--- src/rtl/sess_pkg.sv ---
package sess_pkg;

  // table geometry defaults
  localparam int SESS_SLOTS        = 8;
  localparam int SESS_TOKEN_DIGITS = 16;

  // field widths fixed by the interface
  localparam int TIME_W  = 64;
  localparam int TOKEN_W = 64;
  localparam int GEN_W   = 32;
  localparam int SLOT_W  = 3;
  localparam int LIMIT_W = 63;
  localparam int CFG_INDEX_W = 2;

  // limit register reset values in microseconds
  localparam logic [LIMIT_W-1:0] IDLE_LIMIT_RESET     = 63'd900000000;
  localparam logic [LIMIT_W-1:0] ABSOLUTE_LIMIT_RESET = 63'd86400000000;

  // configuration register indexes
  localparam logic [CFG_INDEX_W-1:0] REG_IDLE_LIMIT     = 2'd0;
  localparam logic [CFG_INDEX_W-1:0] REG_ABSOLUTE_LIMIT = 2'd1;

  // command codes
  typedef enum logic [1:0] {
    CMD_CREATE = 2'd0,
    CMD_FIND   = 2'd1,
    CMD_CHECK  = 2'd2,
    CMD_REVOKE = 2'd3
  } sess_cmd_t;

  // one input request
  typedef struct packed {
    sess_cmd_t                 cmd;
    logic signed [TIME_W-1:0]  now;
    logic [TOKEN_W-1:0]        token;
    logic [TOKEN_W-1:0]        csrf;
    logic [SLOT_W-1:0]         slot;
    logic [GEN_W-1:0]          expected_generation;
    logic                      touch;
  } sess_req_t;

  // one result
  typedef struct packed {
    logic                ok;
    logic [SLOT_W-1:0]   result_slot;
    logic [GEN_W-1:0]    result_generation;
    logic [TOKEN_W-1:0]  result_csrf;
  } sess_rsp_t;

  // expiry limits broadcast to every slot cell
  typedef struct packed {
    logic [LIMIT_W-1:0] idle;
    logic [LIMIT_W-1:0] absolute;
  } sess_limits_t;

  // request travelling down the cell chain with its partial result
  typedef struct packed {
    logic              valid;
    logic              done;
    sess_req_t         req;
    logic [GEN_W-1:0]  new_gen;
    sess_rsp_t         rsp;
  } sess_pkt_t;

endpackage

--- src/rtl/sess_cell.sv ---
module sess_cell #(
  parameter int CELL_INDEX = 0,
  parameter int TOKEN_BITS = 64
) (
  input  logic                  clk,
  input  logic                  rst,
  input  sess_pkg::sess_limits_t limits,
  input  sess_pkg::sess_pkt_t   pkt_in,
  output sess_pkg::sess_pkt_t   pkt_out
);
  import sess_pkg::*;

  // slot contents
  logic [TOKEN_BITS-1:0]    slot_token, slot_token_next;
  logic [TOKEN_BITS-1:0]    slot_csrf, slot_csrf_next;
  logic [GEN_W-1:0]         slot_generation, slot_generation_next;
  logic signed [TIME_W-1:0] slot_created, slot_created_next;
  logic signed [TIME_W-1:0] slot_last_seen, slot_last_seen_next;

  logic [TIME_W-1:0] idle_age;
  logic [TIME_W-1:0] total_age;
  logic              occupied;
  logic              expired;
  logic              token_hit;
  logic              slot_hit;
  sess_pkt_t         pkt_next;

  // expiry test against the request time
  always_comb begin
    idle_age  = TIME_W'(pkt_in.req.now - slot_last_seen);
    total_age = TIME_W'(pkt_in.req.now - slot_created);
    occupied  = (slot_generation != '0);
    expired   = (pkt_in.req.now < slot_last_seen) || (pkt_in.req.now < slot_created) ||
                (idle_age >= {1'b0, limits.idle}) || (total_age >= {1'b0, limits.absolute});
    token_hit = (pkt_in.req.token[TOKEN_BITS-1:0] == slot_token);
    slot_hit  = ({{(32-SLOT_W){1'b0}}, pkt_in.req.slot} == 32'(CELL_INDEX));
  end

  // per-command slot update and result fill
  always_comb begin
    slot_token_next      = slot_token;
    slot_csrf_next       = slot_csrf;
    slot_generation_next = slot_generation;
    slot_created_next    = slot_created;
    slot_last_seen_next  = slot_last_seen;
    pkt_next             = pkt_in;
    if (pkt_in.valid && !pkt_in.done) begin
      unique case (pkt_in.req.cmd)
        CMD_CREATE: begin
          // first slot that is empty or expired is taken
          if (!occupied || expired) begin
            slot_token_next      = pkt_in.req.token[TOKEN_BITS-1:0];
            slot_csrf_next       = pkt_in.req.csrf[TOKEN_BITS-1:0];
            slot_generation_next = pkt_in.new_gen;
            slot_created_next    = pkt_in.req.now;
            slot_last_seen_next  = pkt_in.req.now;
            pkt_next.done                  = 1'b1;
            pkt_next.rsp.ok                = 1'b1;
            pkt_next.rsp.result_slot       = SLOT_W'(CELL_INDEX);
            pkt_next.rsp.result_generation = pkt_in.new_gen;
            pkt_next.rsp.result_csrf       = TOKEN_W'(pkt_in.req.csrf[TOKEN_BITS-1:0]);
          end
        end
        CMD_FIND: begin
          // matching expired slot is dropped and the scan goes on
          if (occupied && token_hit) begin
            if (expired) begin
              slot_generation_next = '0;
            end else begin
              slot_last_seen_next            = pkt_in.req.now;
              pkt_next.done                  = 1'b1;
              pkt_next.rsp.ok                = 1'b1;
              pkt_next.rsp.result_slot       = SLOT_W'(CELL_INDEX);
              pkt_next.rsp.result_generation = slot_generation;
              pkt_next.rsp.result_csrf       = TOKEN_W'(slot_csrf);
            end
          end
        end
        CMD_CHECK: begin
          if (slot_hit) begin
            pkt_next.done = 1'b1;
            if (occupied && slot_generation == pkt_in.req.expected_generation) begin
              if (expired) begin
                slot_generation_next = '0;
              end else begin
                if (pkt_in.req.touch) begin
                  slot_last_seen_next = pkt_in.req.now;
                end
                pkt_next.rsp.ok                = 1'b1;
                pkt_next.rsp.result_slot       = SLOT_W'(CELL_INDEX);
                pkt_next.rsp.result_generation = slot_generation;
                pkt_next.rsp.result_csrf       = TOKEN_W'(slot_csrf);
              end
            end
          end
        end
        CMD_REVOKE: begin
          if (slot_hit) begin
            slot_generation_next = '0;
            pkt_next.done        = 1'b1;
            pkt_next.rsp.ok      = 1'b1;
          end
        end
        default: begin
          pkt_next = pkt_in;
        end
      endcase
    end
  end

  // slot storage; a zero generation marks the slot empty
  always_ff @(posedge clk) begin
    slot_token     <= slot_token_next;
    slot_csrf      <= slot_csrf_next;
    slot_created   <= slot_created_next;
    slot_last_seen <= slot_last_seen_next;
    if (rst) begin
      slot_generation <= '0;
    end else begin
      slot_generation <= slot_generation_next;
    end
  end

  // hand the request to the next cell
  always_ff @(posedge clk) begin
    if (rst) begin
      pkt_out <= '0;
    end else begin
      pkt_out <= pkt_next;
    end
  end

endmodule

--- config.mk ---
export PLATFORM = sky130hd
export DESIGN_NAME = sess_cell
export DESIGN_NICKNAME = d
export VERILOG_FILES = /design/src/rtl/sess_pkg.sv /design/src/rtl/sess_cell.sv
export SDC_FILE = /design/constraint.sdc
export NUM_CORES = 1
export LEC_CHECK = 0
export BUFFER_PORTS_ARGS = -buffer_cell sky130_fd_sc_hd__buf_4
export CORE_AREA = 2 2 334 336
export CTS_CLUSTER_SIZE = 28
export DETAILED_ROUTE_END_ITERATION = 8
export DIE_AREA = 0 0 336 338
export SLEW_MARGIN = 20
export SYNTH_ARGS = -nofsm -noshare
export SYNTH_HDL_FRONTEND = slang
export SYNTH_SLANG_ARGS = --single-unit
--- constraint.sdc ---
create_clock -name clk -period 24.8 [get_ports clk]
set_input_delay 1.24 -clock clk [delete_from_list [all_inputs] [get_ports clk]]
set_output_delay 1.24 -clock clk [all_outputs]
set_load 0.01 [all_outputs]
== Yosys cells after proc, flatten, opt, wreduce, memory -nomap -nowiden ==
Index checks and enable logic that the tools add are counted.

* Add/sub/neg operators: 2
* Multipliers: 0
* Div/mod/pow operators: 0
* $lt $le $gt $ge: 4
* Eq/ne operators: 13
* Shifts and indexed selects: 0
* Mux-type cells: 29
* Bitwise operators: 0
* Reduce and logical (&&, ||, !) cells: 17

{| class="wikitable"
|+ Operators with widths
! cell !! number
|-
| 2-to-1 mux 100 bit || 5
|-
| 2-to-1 mux 64 bit || 7
|-
| 2-to-1 mux 363 bit || 1
|-
| case mux 99 bit (3 select lines) || 1
|-
| 2-to-1 mux 32 bit || 6
|-
| case mux 64 bit (3 select lines) || 1
|-
| greater-or-equal comparator 64 x 63 -> 1 bit || 2
|-
| less-than comparator 64 bit || 2
|-
| case mux 32 bit (4 select lines) || 1
|-
| subtractor 64 bit || 2
|-
| equality test 64 bit || 1
|-
| equality test 32 bit || 1
|-
| nonzero test 32 bit || 1
|-
| inequality test 2 bit (second input constant) || 8
|-
| AND reduction 9 bit || 1
|-
| AND reduction 6 bit || 1
|-
| 2-to-1 mux 1 bit || 5
|-
| equality test 2 bit (second input constant) || 2
|-
| logical OR 1 bit || 4
|-
| case mux 1 bit (4 select lines) || 1
|-
| logical AND 1 bit || 3
|-
| zero test 3 bit || 1
|-
| case mux 1 bit (3 select lines) || 1
|-
| AND reduction 3 bit || 1
|-
| other kinds (5) || 6
|}

* Bits in registers: 652
* Latch bits: 0
* Bits in writable memories: 0
* Bits in read-only memories: 0
* Bits of input ports: 492
* Output and inout port bits: 364
* Word-level logic and storage cells: 84
* Memories: 0

== Depth between registers and ports, before layout ==
Gate-level depths: netlist of the first run.

* Depth in word-level cells: 9
* Depth in mapped cells: 29
* Depth with buffers taken out: 27

== Worst setup path after synthesis of the first run ==
Ideal clock, no wire load.

* Path kind: input-to-reg
* Start: input pkt_in[296] (netlist bit)
* End: register slot_created[0], enable pin
* Arrival time: 14814 ps
* Setup slack: 9218 ps
* Stages: 26
* Path buffers: 2
* Cells stage by stage: inv_1 ha_1 inv_1 fa_1 a211oi_1 o21a_1 a21oi_1 o21ba_2 a31oi_1 o22ai_1 or3b_2 a221oi_1 o21ai_0 xor2_1 ha_1 nand3_1 nor3_1 nand4_1 nor2_1 a41oi_1 and4_1 and4_1 clkbuf_1 a21boi_1 clkbuf_1 nor2b_1

* Cells in the longest elaborated chain, start to end: 6

{| class="wikitable"
|+ Ends and longest elaborated chain
! item !! line !! text
|-
| start, declared || sess_cell.sv:8 || <nowiki>input sess_pkg::sess_pkt_t pkt_in,</nowiki>
|-
| subtractor 64 bit or less-than comparator 64 bit (tied branches) || sess_cell.sv:30, sess_cell.sv:33 ||
|-
| greater-or-equal comparator 64 x 63 -> 1 bit or logical OR 1 bit (tied branches) || sess_cell.sv:34, sess_cell.sv:33 ||
|-
| logical OR 1 bit || sess_cell.sv:33 || <nowiki>expired = (pkt_in.req.now < slot_last_seen) || (pkt_in.req.now < slot_created) ||</nowiki>
|-
| logical OR 1 bit * || sess_cell.sv:34 || <nowiki>(idle_age >= {1'b0, limits.idle}) || (total_age >= {1'b0, limits.absolute});</nowiki>
|-
| logical OR 1 bit * || sess_cell.sv:51 || <nowiki>if (!occupied || expired) begin</nowiki>
|-
| AND reduction 3 bit (no source line) * || - ||
|-
| end signal, assigned || sess_cell.sv:115 || <nowiki>slot_created <= slot_created_next;</nowiki>
|-
| end, declared || sess_cell.sv:17 || <nowiki>logic signed [TIME_W-1:0] slot_created, slot_created_next;</nowiki>
|}

Every way passes the cells marked *; elsewhere a longest branch is shown, timed or not.
A chain may end at the register's enable or synchronous reset.

== Worst setup path after layout of the first run ==
* Start: input pkt_in[296] (netlist bit)
* End: register pkt_out[39] (netlist bit)

* Cells in the longest elaborated chain, start to end: 9

{| class="wikitable"
|+ Ends and longest elaborated chain
! item !! line !! text
|-
| subtractor 64 bit or less-than comparator 64 bit (tied branches) || sess_cell.sv:30, sess_cell.sv:33 ||
|-
| greater-or-equal comparator 64 x 63 -> 1 bit or logical OR 1 bit (tied branches) || sess_cell.sv:34, sess_cell.sv:33 ||
|-
| logical OR 1 bit || sess_cell.sv:33 ||
|-
| logical OR 1 bit * || sess_cell.sv:34 ||
|-
| 2-to-1 mux 100 bit || sess_cell.sv:67, sess_cell.sv:83 ||
|-
| 2-to-1 mux 100 bit || sess_cell.sv:82 || <nowiki>if (occupied && slot_generation == pkt_in.req.expected_generation) begin</nowiki>
|-
| 2-to-1 mux 100 bit || sess_cell.sv:80 || <nowiki>if (slot_hit) begin</nowiki>
|-
| case mux 99 bit (3 select lines) * || sess_cell.sv:48 || <nowiki>unique case (pkt_in.req.cmd)</nowiki>
|-
| 2-to-1 mux 363 bit * || sess_cell.sv:47 || <nowiki>if (pkt_in.valid && !pkt_in.done) begin</nowiki>
|-
| end signal, assigned || sess_cell.sv:129 || <nowiki>pkt_out <= pkt_next;</nowiki>
|-
| end, declared || sess_cell.sv:9 || <nowiki>output sess_pkg::sess_pkt_t pkt_out</nowiki>
|}

Marks and branches as above.

==> flow_metrics.tcl, run 1 <==
set metrics [dict create \
    min_delay_path_depth 2 \
    cts_tree "done" \
    netlist_top_cells_area "sky130_fd_sc_hd__dfxtp_1 24%, sky130_fd_sc_hd__edfxtp_1 24%, sky130_fd_sc_hd__ha_1 9.9%" \
    std_cell_rows 122 \
    syn_area_per_cell_um2 9.92 \
    global_route.usage.met2_pct 36.1 \
    vdd_drop_max_uv 63.5 \
    run_status "finished clean" \
    clkSinkCount 652 \
    crit_path_top_delay_cell "sky130_fd_sc_hd__buf_4" \
    synth-edff-count 256 \
    number_of_buffers_inserted_by_port_buffering 855 \
    holdWs_ns 0.505 \
    fp.dieH_um 338 \
    core_area_um2 110000 \
    cp-end-kind "register" \
    count_of_mapped_cells_out_of_synthesis 3294 \
    yosysUniqueCellTypes 71 \
    detail_route.iter0.violations 1979 \
    h-tree-depth 3 \
    synth_top_cell_area_share_pct 24.3 \
    detailroute.via_count 27700 \
    synth_seq_area_share_pct 47.8 \
    fraction_of_registers_with_async_set_reset_pct 0 \
    antenna_violations_before_repair 16 \
    worst_slew_pin_slew_ns 1.16 \
    finalSetupViolations 0 \
    utilization_of_the_core_after_routing_pct 39.4 \
    critPathLaunchType "input pin" \
    dp_hpwl_um 101000 \
    grt_first_pass_wirelength_um 179000 \
    gr-usage-met1_pct 26.4 \
    crit_arrival_ns 9.66 \
    synthDominantAreaCellType "sky130_fd_sc_hd__dfxtp_1" \
    achievable-frequency_ghz 0.109 \
    muxShareOfSynthArea_pct 0.0306 \
    regToRegEndpoint "pkt_out[39]$_SDFF_PP0_" \
    critPathTopFamily "compound AO/OA/AOI/OAI gates" \
    avgRoutedWirePerCell_um 22.4 \
    synthesis.area_um2 32700 \
    grt_start_max_net_pins 102 \
    adder_and_majority_cell_fraction_of_the_synthesized_area_pct 10.0 \
    synth_compound_area_share_pct 16.0 \
    grt_use_total_pct 21.3 \
    r2r.worst_path.cells 27 \
    dpl_cell_area_um2 40700 \
    via_per_inst 4.88 \
    yosys_warnings 0 \
    cts.clk_slew.worst_paths_ns 0.06 \
    total_clock_buffers_created_by_cts 77 \
    r2r_start "slot_last_seen[0]$_DFFE_PP_" \
    timing.hold.worst_endpoint "slot_generation[13]$_SDFFE_PP0P_" \
    post-route-worst-setup-slack_ns 15.59 \
    hold_viol 0 \
    unrepaired_setup_endpoints_after_global_routing "false" \
    cts-root-to-sink-buffers 3 \
    reg2reg_slack_ns 16.12 \
    grt_pass1_vias 27000 \
    synthMostInstantiatedCell "sky130_fd_sc_hd__dfxtp_1" \
    synth.net_count 4047 \
    rel_slew_slack_pct 22.3 \
    power.density_cell_area_nw_per_um2 66.2 \
    io-pin-count 856 \
    nNetsFinal 4864 \
    drtAntennaViolNets 0 \
    gp_congestion 0.910 \
    synthFlopType "sky130_fd_sc_hd__dfxtp_1" \
    initial_utilization_pct 29.7 \
    max_cap_violations 0 \
    overall_die_area_um2 114000 \
    worst_path_largest_cell_delay_ns 0.65 \
    synth_xor_xnor_area_share_pct 5.58 \
    min_period_ns 9.21 \
    ys_top_cells_by_count "396 x sky130_fd_sc_hd__dfxtp_1, 339 x sky130_fd_sc_hd__inv_1, 277 x sky130_fd_sc_hd__nor2b_1" \
    syn_to_final_growth_pct 32.7 \
    clock-root-buffer "sky130_fd_sc_hd__clkbuf_16" \
    synthesized_area_fraction_occupied_by_and_or_nand_nor_cells_pct 15.1 \
    layout.cell_area.non_filler_um2 43400 \
    cts.hold.buffers_added 0 \
    main_combinational_cell_family_by_area_after_synthesis "compound AO/OA/AOI/OAI gates" \
    grt-busiest-layer "met2" \
    clock_insertion_delay_worst_skew_ns 0.65 \
    total_grt_overflow 0 \
    post-route-drc-count 0 \
    totalNegativeSetupSlack_ns 0 \
    worst_case_setup_slack_after_placement_ns 14.85 \
    postRouteWirelength_um 127000 \
    die_width_um 336 \
    hold_path.class "reg2reg" \
    worstHoldStart "slot_generation[13]$_SDFFE_PP0P_" \
    critical_path_buf_inv_count 5 \
    drtPass1Iterations 5 \
    timing.setup.critical_path_class "in2reg" \
    timing.final.crit_share_pct 37.1 \
    cts.repair.resized 0 \
    proportion_of_layout_cells_with_a_drive_suffix_above_1_pct 25.3 \
    post-cts-setup-buffer-count 0 \
    final_max_slew_viol_count 0 \
    globalRouteMet3Util_pct 4.96 \
    postSynthRegisterBits 652 \
    finClkSkew_ns 0.0414 \
    cp_data_required_time_ns 25.25 \
    critPathMaxFanout 56 \
    total_leakage_power_nw 18.9 \
]
==> kinds of logic (layout without fill, tap and decap cells) <==
| family | count (synthesis) | after routing |
|---|---|---|
| simple gates | 908 | 908 |
| compound gates | 787 | 787 |
| flops | 652 | 652 |
| buf+inv | 477 | 1358 |
| fa+ha+maj | 261 | 261 |
| xor+xnor | 208 | 208 |
| mux | 1 | 1 |
| other cells | 0 | 3 |
==> placed cells by master, fill, tap and decap left out, types with 29 or more instances in the layout <==
cell | netlist | final
sky130_fd_sc_hd__xnor2_1 | 149 | 149
sky130_fd_sc_hd__buf_4 | 2 | 874
sky130_fd_sc_hd__a21o_1 | 71 | 71
sky130_fd_sc_hd__nand2_1 | 180 | 180
sky130_fd_sc_hd__clkbuf_16 | 0 | 80
sky130_fd_sc_hd__nor3_1 | 32 | 32
sky130_fd_sc_hd__o32ai_1 | 52 | 52
sky130_fd_sc_hd__o21ai_0 | 104 | 104
sky130_fd_sc_hd__nand2b_1 | 61 | 61
sky130_fd_sc_hd__o22ai_1 | 48 | 48
sky130_fd_sc_hd__dfxtp_1 | 396 | 396
sky130_fd_sc_hd__or2_2 | 42 | 42
sky130_fd_sc_hd__o21a_1 | 29 | 29
sky130_fd_sc_hd__nand3_1 | 39 | 39
sky130_fd_sc_hd__a22oi_1 | 97 | 97
sky130_fd_sc_hd__a21oi_1 | 209 | 208
sky130_fd_sc_hd__inv_1 | 339 | 339
sky130_fd_sc_hd__nor2b_1 | 277 | 276
sky130_fd_sc_hd__xor2_1 | 59 | 59
sky130_fd_sc_hd__edfxtp_1 | 256 | 256
sky130_fd_sc_hd__ha_1 | 259 | 259
sky130_fd_sc_hd__nand4_1 | 68 | 68
sky130_fd_sc_hd__nor2_1 | 111 | 111
==> where the power goes <==
part / leakage (nW) / switching (mW) / internal, mW / total [mW]
Clock: 1.30 / 0.489 / 0.699 / 1.19
Combinational: 11.9 / 0.281 / 0.225 / 0.507
Sequential: 5.62 / 0.0154 / 1.16 / 1.17
==> metrics by stage <==
| stage | power (mW) | instances |
|---|---|---|
| floorplan | 1.46 | 3294 |
| global placement | 1.70 | 5519 |
| detailed placement | 1.70 | 5519 |
| CTS | 2.90 | 5662 |
| global route | 2.98 | 5663 |
| finish | 2.87 | 5666 |
==> flip-flops by register name, indices dropped and copies added (netlist names) <==
signal and flops:
pkt_out 364, slot_created 64, slot_csrf 64, slot_last_seen 64
slot_token 64, slot_generation 32
==> worst reg2reg max path: stages, from the launching register on <==
cell and delay [ns]:
sky130_fd_sc_hd__edfxtp_1 0.34, sky130_fd_sc_hd__ha_1 0.18, sky130_fd_sc_hd__inv_1 0.06, sky130_fd_sc_hd__fa_1 0.42, sky130_fd_sc_hd__a211oi_1 0.23, sky130_fd_sc_hd__o21a_1 0.24
sky130_fd_sc_hd__a21oi_1 0.15, sky130_fd_sc_hd__o21ba_2 0.32, sky130_fd_sc_hd__a31oi_1 0.49, sky130_fd_sc_hd__o22ai_1 0.27, sky130_fd_sc_hd__or3b_2 0.56, sky130_fd_sc_hd__a221oi_1 0.48
sky130_fd_sc_hd__o21ai_0 0.24, sky130_fd_sc_hd__a21oi_1 0.25, sky130_fd_sc_hd__xnor2_1 0.10, sky130_fd_sc_hd__ha_1 0.19, sky130_fd_sc_hd__a21oi_1 0.13, sky130_fd_sc_hd__nor2_1 0.05
sky130_fd_sc_hd__a2111oi_0 0.44, sky130_fd_sc_hd__o22ai_1 0.22, sky130_fd_sc_hd__nor4_1 0.25, sky130_fd_sc_hd__and4_1 0.27, sky130_fd_sc_hd__nand4_1 0.55, sky130_fd_sc_hd__a2111o_1 0.57
sky130_fd_sc_hd__a211oi_4 0.23, sky130_fd_sc_hd__buf_4 0.41, sky130_fd_sc_hd__buf_4 0.68, sky130_fd_sc_hd__o32ai_1 0.23
==> layer usage <==
layer,part of all wire [%],wire [um]
met1,41,51900
met2,48,60800
met3,7.1,9000
met4,3.8,4800
met5,0.11,142
==> worst max-delay path by stage <==
stage,from,end,slack [ns],depth (start not counted)
5_1_grt,pkt_in[296],slot_token[45]$_DFFE_PP_,15.04,27
4_1_cts,pkt_in[296],slot_created[17]$_DFFE_PP_,15.47,27
3_5_place_dp,pkt_in[296],slot_created[17]$_DFFE_PP_,14.85,27
6_report,pkt_in[296],pkt_out[39]$_SDFF_PP0_,15.59,29
2_1_floorplan,pkt_in[296],slot_created[0]$_DFFE_PP_,9.22,26
3_3_place_gp,pkt_in[296],slot_created[15]$_DFFE_PP_,14.99,27
==> cell type report <==
type | instances | area, um2
multi-input cells | 2165 | 15300
clock buffers | 111 | 2230
repair buffers | 876 | 6590
flip-flops and latches | 652 | 15600
well taps | 1488 | 1860
inverters | 339 | 1270
diodes | 3 | 7.51
fillers | 11000 | 66700
clock inverters | 32 | 433
Power figures use the tool's default switching activity.
==> run 2: changes to the inputs <==
==> constraint.sdc (replaced) <==
create_clock -name clk -period 8.75 [get_ports clk]
set_input_delay 0.4375 -clock clk [delete_from_list [all_inputs] [get_ports clk]]
set_output_delay 0.4375 -clock clk [all_outputs]
set_load 0.01 [all_outputs]
==> run 2 against run 1 <==
  * First-iteration DRC count grew 7.2%
  * Non-clock buffer count grew 223
  * Clock skew grew 0.010 ns
  * Global-route usage grew 0.77 points
  * Design area grew 5.6%
  * Die area is the same
  * Clock-buffer cell count grew 2
  * Critical path type unchanged
  * Highest routed layer unchanged
==> flow_metrics.tcl, run 2 (synthesis gave the netlist of run 1 again) <==
set metrics [dict create \
    clock-root-buffer "sky130_fd_sc_hd__clkbuf_16" \
    post-place-cells 5532 \
    finalSetupViolations 0 \
    postRouteWirelength_um 131000 \
    initial_utilization_pct 29.7 \
    timing.critical_path.mode_cell "sky130_fd_sc_hd__a21oi_1" \
    worst_case_setup_slack_after_placement_ns 0.444 \
    crit_path_top_delay_cell "sky130_fd_sc_hd__dlygate4sd3_1" \
    finClkSkew_ns 0.0518 \
    largest_reg_flops 364 \
    h-tree-depth 3 \
    syn_to_final_growth_pct 40.1 \
    fp.dieH_um 338 \
    unrepaired_setup_endpoints_after_global_routing "false" \
    detail_route.iter0.violations 2122 \
    grt_start_max_net_pins 104 \
    clkSinkCount 652 \
    hold_path.class "in2reg" \
    io-pin-count 856 \
    cp-end-kind "register" \
    vdd_drop_max_uv 194 \
    worst_path_largest_cell_delay_ns 0.58 \
    rel_slew_slack_pct 26.9 \
    largest-register "pkt_out" \
    grt_pass1_vias 28000 \
    layout.cells.most_common "sky130_fd_sc_hd__buf_4" \
    antenna_violations_before_repair 14 \
    proportion_of_layout_cells_with_a_drive_suffix_above_1_pct 24.4 \
    core_area_um2 110000 \
    cts_tree "done" \
    cts.repair.resized 0 \
    post-route-worst-setup-slack_ns 0.599 \
    die_width_um 336 \
    cp_data_required_time_ns 9.03 \
    drtAntennaViolNets 0 \
    gp_congestion 0.891 \
    via_per_inst 4.83 \
    critPathLaunchType "input pin" \
    reg2reg_slack_ns 0.90 \
    post-route-drc-count 0 \
    critPathMaxFanout 64 \
    timing.setup.critical_path_class "in2reg" \
    max_cap_violations 0 \
    total_clock_buffers_created_by_cts 78 \
    final_cell_count_no_fill 5893 \
    total_leakage_power_nw 19.9 \
    std_cell_rows 122 \
    power.density_cell_area_nw_per_um2 183 \
    critPathTopFamily "compound AO/OA/AOI/OAI gates" \
    overall_die_area_um2 114000 \
    mostFrequentLayoutCells "879 x sky130_fd_sc_hd__buf_4, 396 x sky130_fd_sc_hd__dfxtp_1, 339 x sky130_fd_sc_hd__inv_1" \
    avgRoutedWirePerCell_um 22.2 \
    run_status "finished clean" \
    hold_viol 0 \
    crit_arrival_ns 8.43 \
    grt_use_total_pct 22.1 \
    grt_first_pass_wirelength_um 186000 \
    final_max_slew_viol_count 0 \
    cts.clk_slew.worst_paths_ns 0.06 \
    cts-root-to-sink-buffers 3 \
    dp_hpwl_um 104000 \
    number_of_buffers_inserted_by_port_buffering 855 \
    detailroute.via_count 28500 \
    timing.final.crit_share_pct 93.1 \
    clock_insertion_delay_worst_skew_ns 0.67 \
    drtPass1Iterations 6 \
    min_period_ns 8.15 \
    total_grt_overflow 0 \
    worst_slew_pin_slew_ns 1.10 \
    totalNegativeSetupSlack_ns 0 \
    critical_path_buf_inv_count 5 \
    achievable-frequency_ghz 0.123 \
    nNetsFinal 5088 \
]
## run 2: what timing repair did
action                                 in CTS  in global routing
setup endpoints to repair                   0                 51
buffers inserted                            0                  1
hold buffers                              210                  0
endpoints found under the hold margin     335                  0
## run 2: where the power goes
| part | internal [mW] | total (mW) | switching, mW |
|---|---|---|---|
| combinational | 0.708 | 1.56 | 0.853 |
| sequential | 3.28 | 3.33 | 0.0429 |
| clock | 2.06 | 3.49 | 1.43 |
## run 2: path summary, 6_finish.rpt
kind / startpoint / endpoint / cells after the start
worst max-delay path: pkt_in[296] / slot_last_seen[15]$_DFFE_PP_ / 29
worst min-delay path: pkt_in[12] / pkt_out[12]$_SDFF_PP0_ / 3
worst min register to register: slot_generation[21]$_SDFFE_PP0P_ / slot_generation[21]$_SDFFE_PP0P_ / 2
worst max register to register: slot_last_seen[0]$_DFFE_PP_ / slot_last_seen[15]$_DFFE_PP_ / 26
## run 2: cell type report
cell class	count	area, um2
fill	10600	64300
sequential	652	15600
multi-input combinational	2165	15400
timing repair buffer	1099	8900
clock buffer	113	2210
tap	1488	1860
inverter	339	1270
clock inverter	32	556
antenna	5	12.5
## run 2: routing by layer
layer	GRT usage, %	vias to the layer above	part of all wire (%)
met1	27.1	13600	41
met3	5.06	186	7.0
met5	0	-	0.060
met2	38.1	1006	49
li1	-	13700	-
met4	7.31	12	3.2
## run 2: per-stage QoR
stage	hold WS [ns]	power [mW]	utilization (%)	instance area [um2]
after floorplan	0.468	4.14	-	32700
after global placement	0.489	4.86	37.1	40900
after detailed placement	0.495	4.87	37.1	40900
after CTS	0.000643	8.46	41.6	45700
after global routing	0.0152	8.71	41.6	45800
final	0.0519	8.38	41.6	45800
## run 2: worst register-to-register path, stage by stage, from the launching register on
cell and delay, ns:
sky130_fd_sc_hd__edfxtp_1 0.34, sky130_fd_sc_hd__ha_1 0.19, sky130_fd_sc_hd__inv_1 0.06, sky130_fd_sc_hd__fa_1 0.42, sky130_fd_sc_hd__a211oi_1 0.25, sky130_fd_sc_hd__o21a_1 0.23
sky130_fd_sc_hd__a21oi_1 0.12, sky130_fd_sc_hd__o21ba_2 0.31, sky130_fd_sc_hd__a31oi_1 0.51, sky130_fd_sc_hd__o22ai_1 0.26, sky130_fd_sc_hd__or3b_2 0.56, sky130_fd_sc_hd__a221oi_1 0.46
sky130_fd_sc_hd__o21ai_0 0.24, sky130_fd_sc_hd__a21oi_1 0.22, sky130_fd_sc_hd__xnor2_1 0.11, sky130_fd_sc_hd__ha_1 0.20, sky130_fd_sc_hd__a21oi_1 0.12, sky130_fd_sc_hd__nor2_1 0.05
sky130_fd_sc_hd__a2111oi_0 0.48, sky130_fd_sc_hd__o22ai_1 0.16, sky130_fd_sc_hd__nor4_1 0.26, sky130_fd_sc_hd__and4_1 0.31, sky130_fd_sc_hd__nand4_1 0.38, sky130_fd_sc_hd__nor2_1 0.33
sky130_fd_sc_hd__nand3_1 0.17, sky130_fd_sc_hd__a211oi_4 0.32, sky130_fd_sc_hd__buf_12 0.31
==> run 3: changes to the inputs <==
--- a/config.mk
+++ b/config.mk
@@ -10,6 +10,7 @@
 export CTS_CLUSTER_SIZE = 28
 export DETAILED_ROUTE_END_ITERATION = 8
 export DIE_AREA = 0 0 336 338
+export RECOVER_POWER = 50
 export SLEW_MARGIN = 20
 export SYNTH_ARGS = -nofsm -noshare
 export SYNTH_HDL_FRONTEND = slang
==> run 3 against run 2 <==
  * The run now ends with max-capacitance violations, max-slew violations left
  * Global-route usage is the same
  * Cell count is the same
  * Maximum frequency shrank 0.13%
  * Power shrank 1.2%
  * Wire length is essentially flat
  * Largest cell class unchanged
  * Clock power is essentially flat
  * First-iteration DRC count grew 4.3%
  * Clock skew shrank 0.0026 ns
  * Core utilization shrank 1.6 points
  * Highest routed layer unchanged
==> flow_metrics.tcl, run 3 (synthesis gave the netlist of run 1 again) <==
set metrics [dict create \
    finClkSkew_ns 0.0492 \
    r2r.worst_path.cells 26 \
    timing.final.crit_share_pct 93.3 \
    fillerInstances 11100 \
    postRouteWirelength_um 131000 \
    timing.critical_path.mode_cell "sky130_fd_sc_hd__a21oi_1" \
    largest-register "pkt_out" \
    drtAntennaViolNets 0 \
    failing_checks "max-capacitance violations, max-slew violations" \
    run_status "complete, but fails checks" \
    via_per_inst 4.85 \
    total_leakage_power_nw 18.1 \
    syn_to_final_growth_pct 34.8 \
    utilization_of_the_core_after_routing_pct 40.0 \
    clock_insertion_delay_worst_skew_ns 0.67 \
    maxUsedRoutingLayer "met5" \
    number_of_buffers_inserted_by_port_buffering 855 \
    detail_route.iter0.violations 2214 \
    die_width_um 336 \
    achievable-frequency_ghz 0.123 \
    vdd_drop_max_uv 188 \
    overall_die_area_um2 114000 \
    proportion_of_layout_cells_with_a_drive_suffix_above_1_pct 14.0 \
    timing.hold.worst_endpoint "pkt_out[76]$_SDFF_PP0_" \
    finalSetupViolations 0 \
    total_grt_overflow 0 \
    clkSinkCount 652 \
    worst_path_largest_cell_delay_ns 0.58 \
    drt-met1-wl_um 53700 \
    cts.repair.resized 0 \
    post-route-drc-count 0 \
    avgRoutedWirePerCell_um 22.2 \
    min_delay_path_depth 3 \
    reg2reg_slack_ns 0.89 \
    grt_pass1_vias 28000 \
    r2r_start "slot_last_seen[0]$_DFFE_PP_" \
    worst_slew_pin_slew_ns 3.55 \
    detailroute.via_count 28600 \
    fp.dieH_um 338 \
    final_cell_count_no_fill 5893 \
    hold_path.class "in2reg" \
    cts.clk_slew.worst_paths_ns 0.06 \
    rel_slew_slack_pct -136 \
    design_power_total_mw 8.28 \
    holdWs_ns 0.0540 \
    unrepaired_setup_endpoints_after_global_routing "false" \
    io-pin-count 856 \
    crit_path_top_delay_cell "sky130_fd_sc_hd__dlygate4sd3_1" \
    nNetsFinal 5088 \
    cp-end-kind "register" \
    critPathMaxFanout 64 \
    initial_utilization_pct 29.7 \
    grt_start_max_net_pins 104 \
    hold_viol 0 \
    post-place-cells 5532 \
    gp_congestion 0.891 \
    timing.setup.critical_path_class "in2reg" \
    worstHoldStart "pkt_in[76]" \
    largest_reg_flops 364 \
    max_cap_violations 3 \
    dp_hpwl_um 104000 \
    grt_use_total_pct 22.1 \
    regToRegEndpoint "slot_last_seen[14]$_DFFE_PP_" \
    final_max_slew_viol_count 198 \
    mostFrequentLayoutCells "484 x sky130_fd_sc_hd__clkbuf_1, 421 x sky130_fd_sc_hd__buf_4, 396 x sky130_fd_sc_hd__dfxtp_1" \
    power.density_cell_area_nw_per_um2 188 \
    crit_arrival_ns 8.43 \
    cts_tree "done" \
    core_area_um2 110000 \
    drtPass1Iterations 5 \
    totalNegativeSetupSlack_ns 0 \
    h-tree-depth 3 \
    grt_first_pass_wirelength_um 186000 \
    cp_data_required_time_ns 9.02 \
    min_period_ns 8.16 \
    std_cell_rows 122 \
    cts-root-to-sink-buffers 3 \
    total_clock_buffers_created_by_cts 78 \
    wl_met2_um 63800 \
    met3RoutedLength_um 9230 \
    crit_path_start "pkt_in[296]" \
    layout.cells.most_common "sky130_fd_sc_hd__clkbuf_1" \
    antenna_violations_before_repair 14 \
    clock-root-buffer "sky130_fd_sc_hd__clkbuf_16" \
    critPathLaunchType "input pin" \
]
## run 3: cell count changes in the layout (fill, tap and decap cells not counted), sizes merged
| cell | change |
|---|---|
| buf | -459 |
| clkbuf | +459 |
## run 3: through the flow
step,setup slack [ns],instance area [um2]
after global routing,0.0555,44000
after global placement,0.610,40900
after CTS,0.500,45700
final,0.589,44000
after detailed placement,0.444,40900
after floorplan,0.00425,32700
## run 3: area by class of cell
class / count / area (um2) / area share [%]
clock inverters: 32 / 556 / 1.26
repair buffers: 1099 / 7170 / 16.3
clock buffers: 113 / 2210 / 5.02
inverters: 339 / 1270 / 2.89
flip-flops and latches: 652 / 15600 / 35.5
well taps: 1488 / 1860 / 4.23
multi-input cells: 2165 / 15400 / 34.9
diodes: 5 / 12.5 / 0.0284
## run 3: how the worst max path moves through the flow
stage	slack, ns	cells after the start	to
2_1_floorplan	0.004	26	slot_created[0]$_DFFE_PP_
3_3_place_gp	0.61	28	pkt_out[76]$_SDFF_PP0_
3_5_place_dp	0.44	28	pkt_out[88]$_SDFF_PP0_
4_1_cts	0.50	29	pkt_out[88]$_SDFF_PP0_
5_1_grt	0.06	29	slot_last_seen[14]$_DFFE_PP_
6_report	0.59	29	slot_last_seen[14]$_DFFE_PP_
## run 3: routing by layer
metal  global-route usage [%]  up-vias
met5                        0        -
met4                     7.31       12
met3                     5.06      179
met2                     38.1     1012
met1                     27.1    13600
li1                         -    13700
## run 3: repair_timing
| item | in CTS | in global routing |
|---|---|---|
| hold endpoints to repair | 335 | 0 |
| setup buffers | 0 | 1 |
| endpoints found under the setup margin | 0 | 51 |
| hold buffers | 210 | 0 |
## run 3: power breakdown
part           leakage [nW]  switching [mW]  internal [mW]  total, mW
Sequential             5.62          0.0415           3.28       3.32
Combinational          11.2           0.851          0.618       1.47
Clock                  1.33            1.43           2.06       3.48
Total                  18.1            2.32           5.96       8.28
## run 3: critical path, delay by kind of cell
family                   cells  cell delay [ns]
XOR/XNOR                     1             0.11
AND/OR/NAND/NOR              7             2.04
AO/OA/AOI/OAI               13             3.70
adder cells (fa/ha/maj)      3             0.83
buffers and inverters        5             1.19
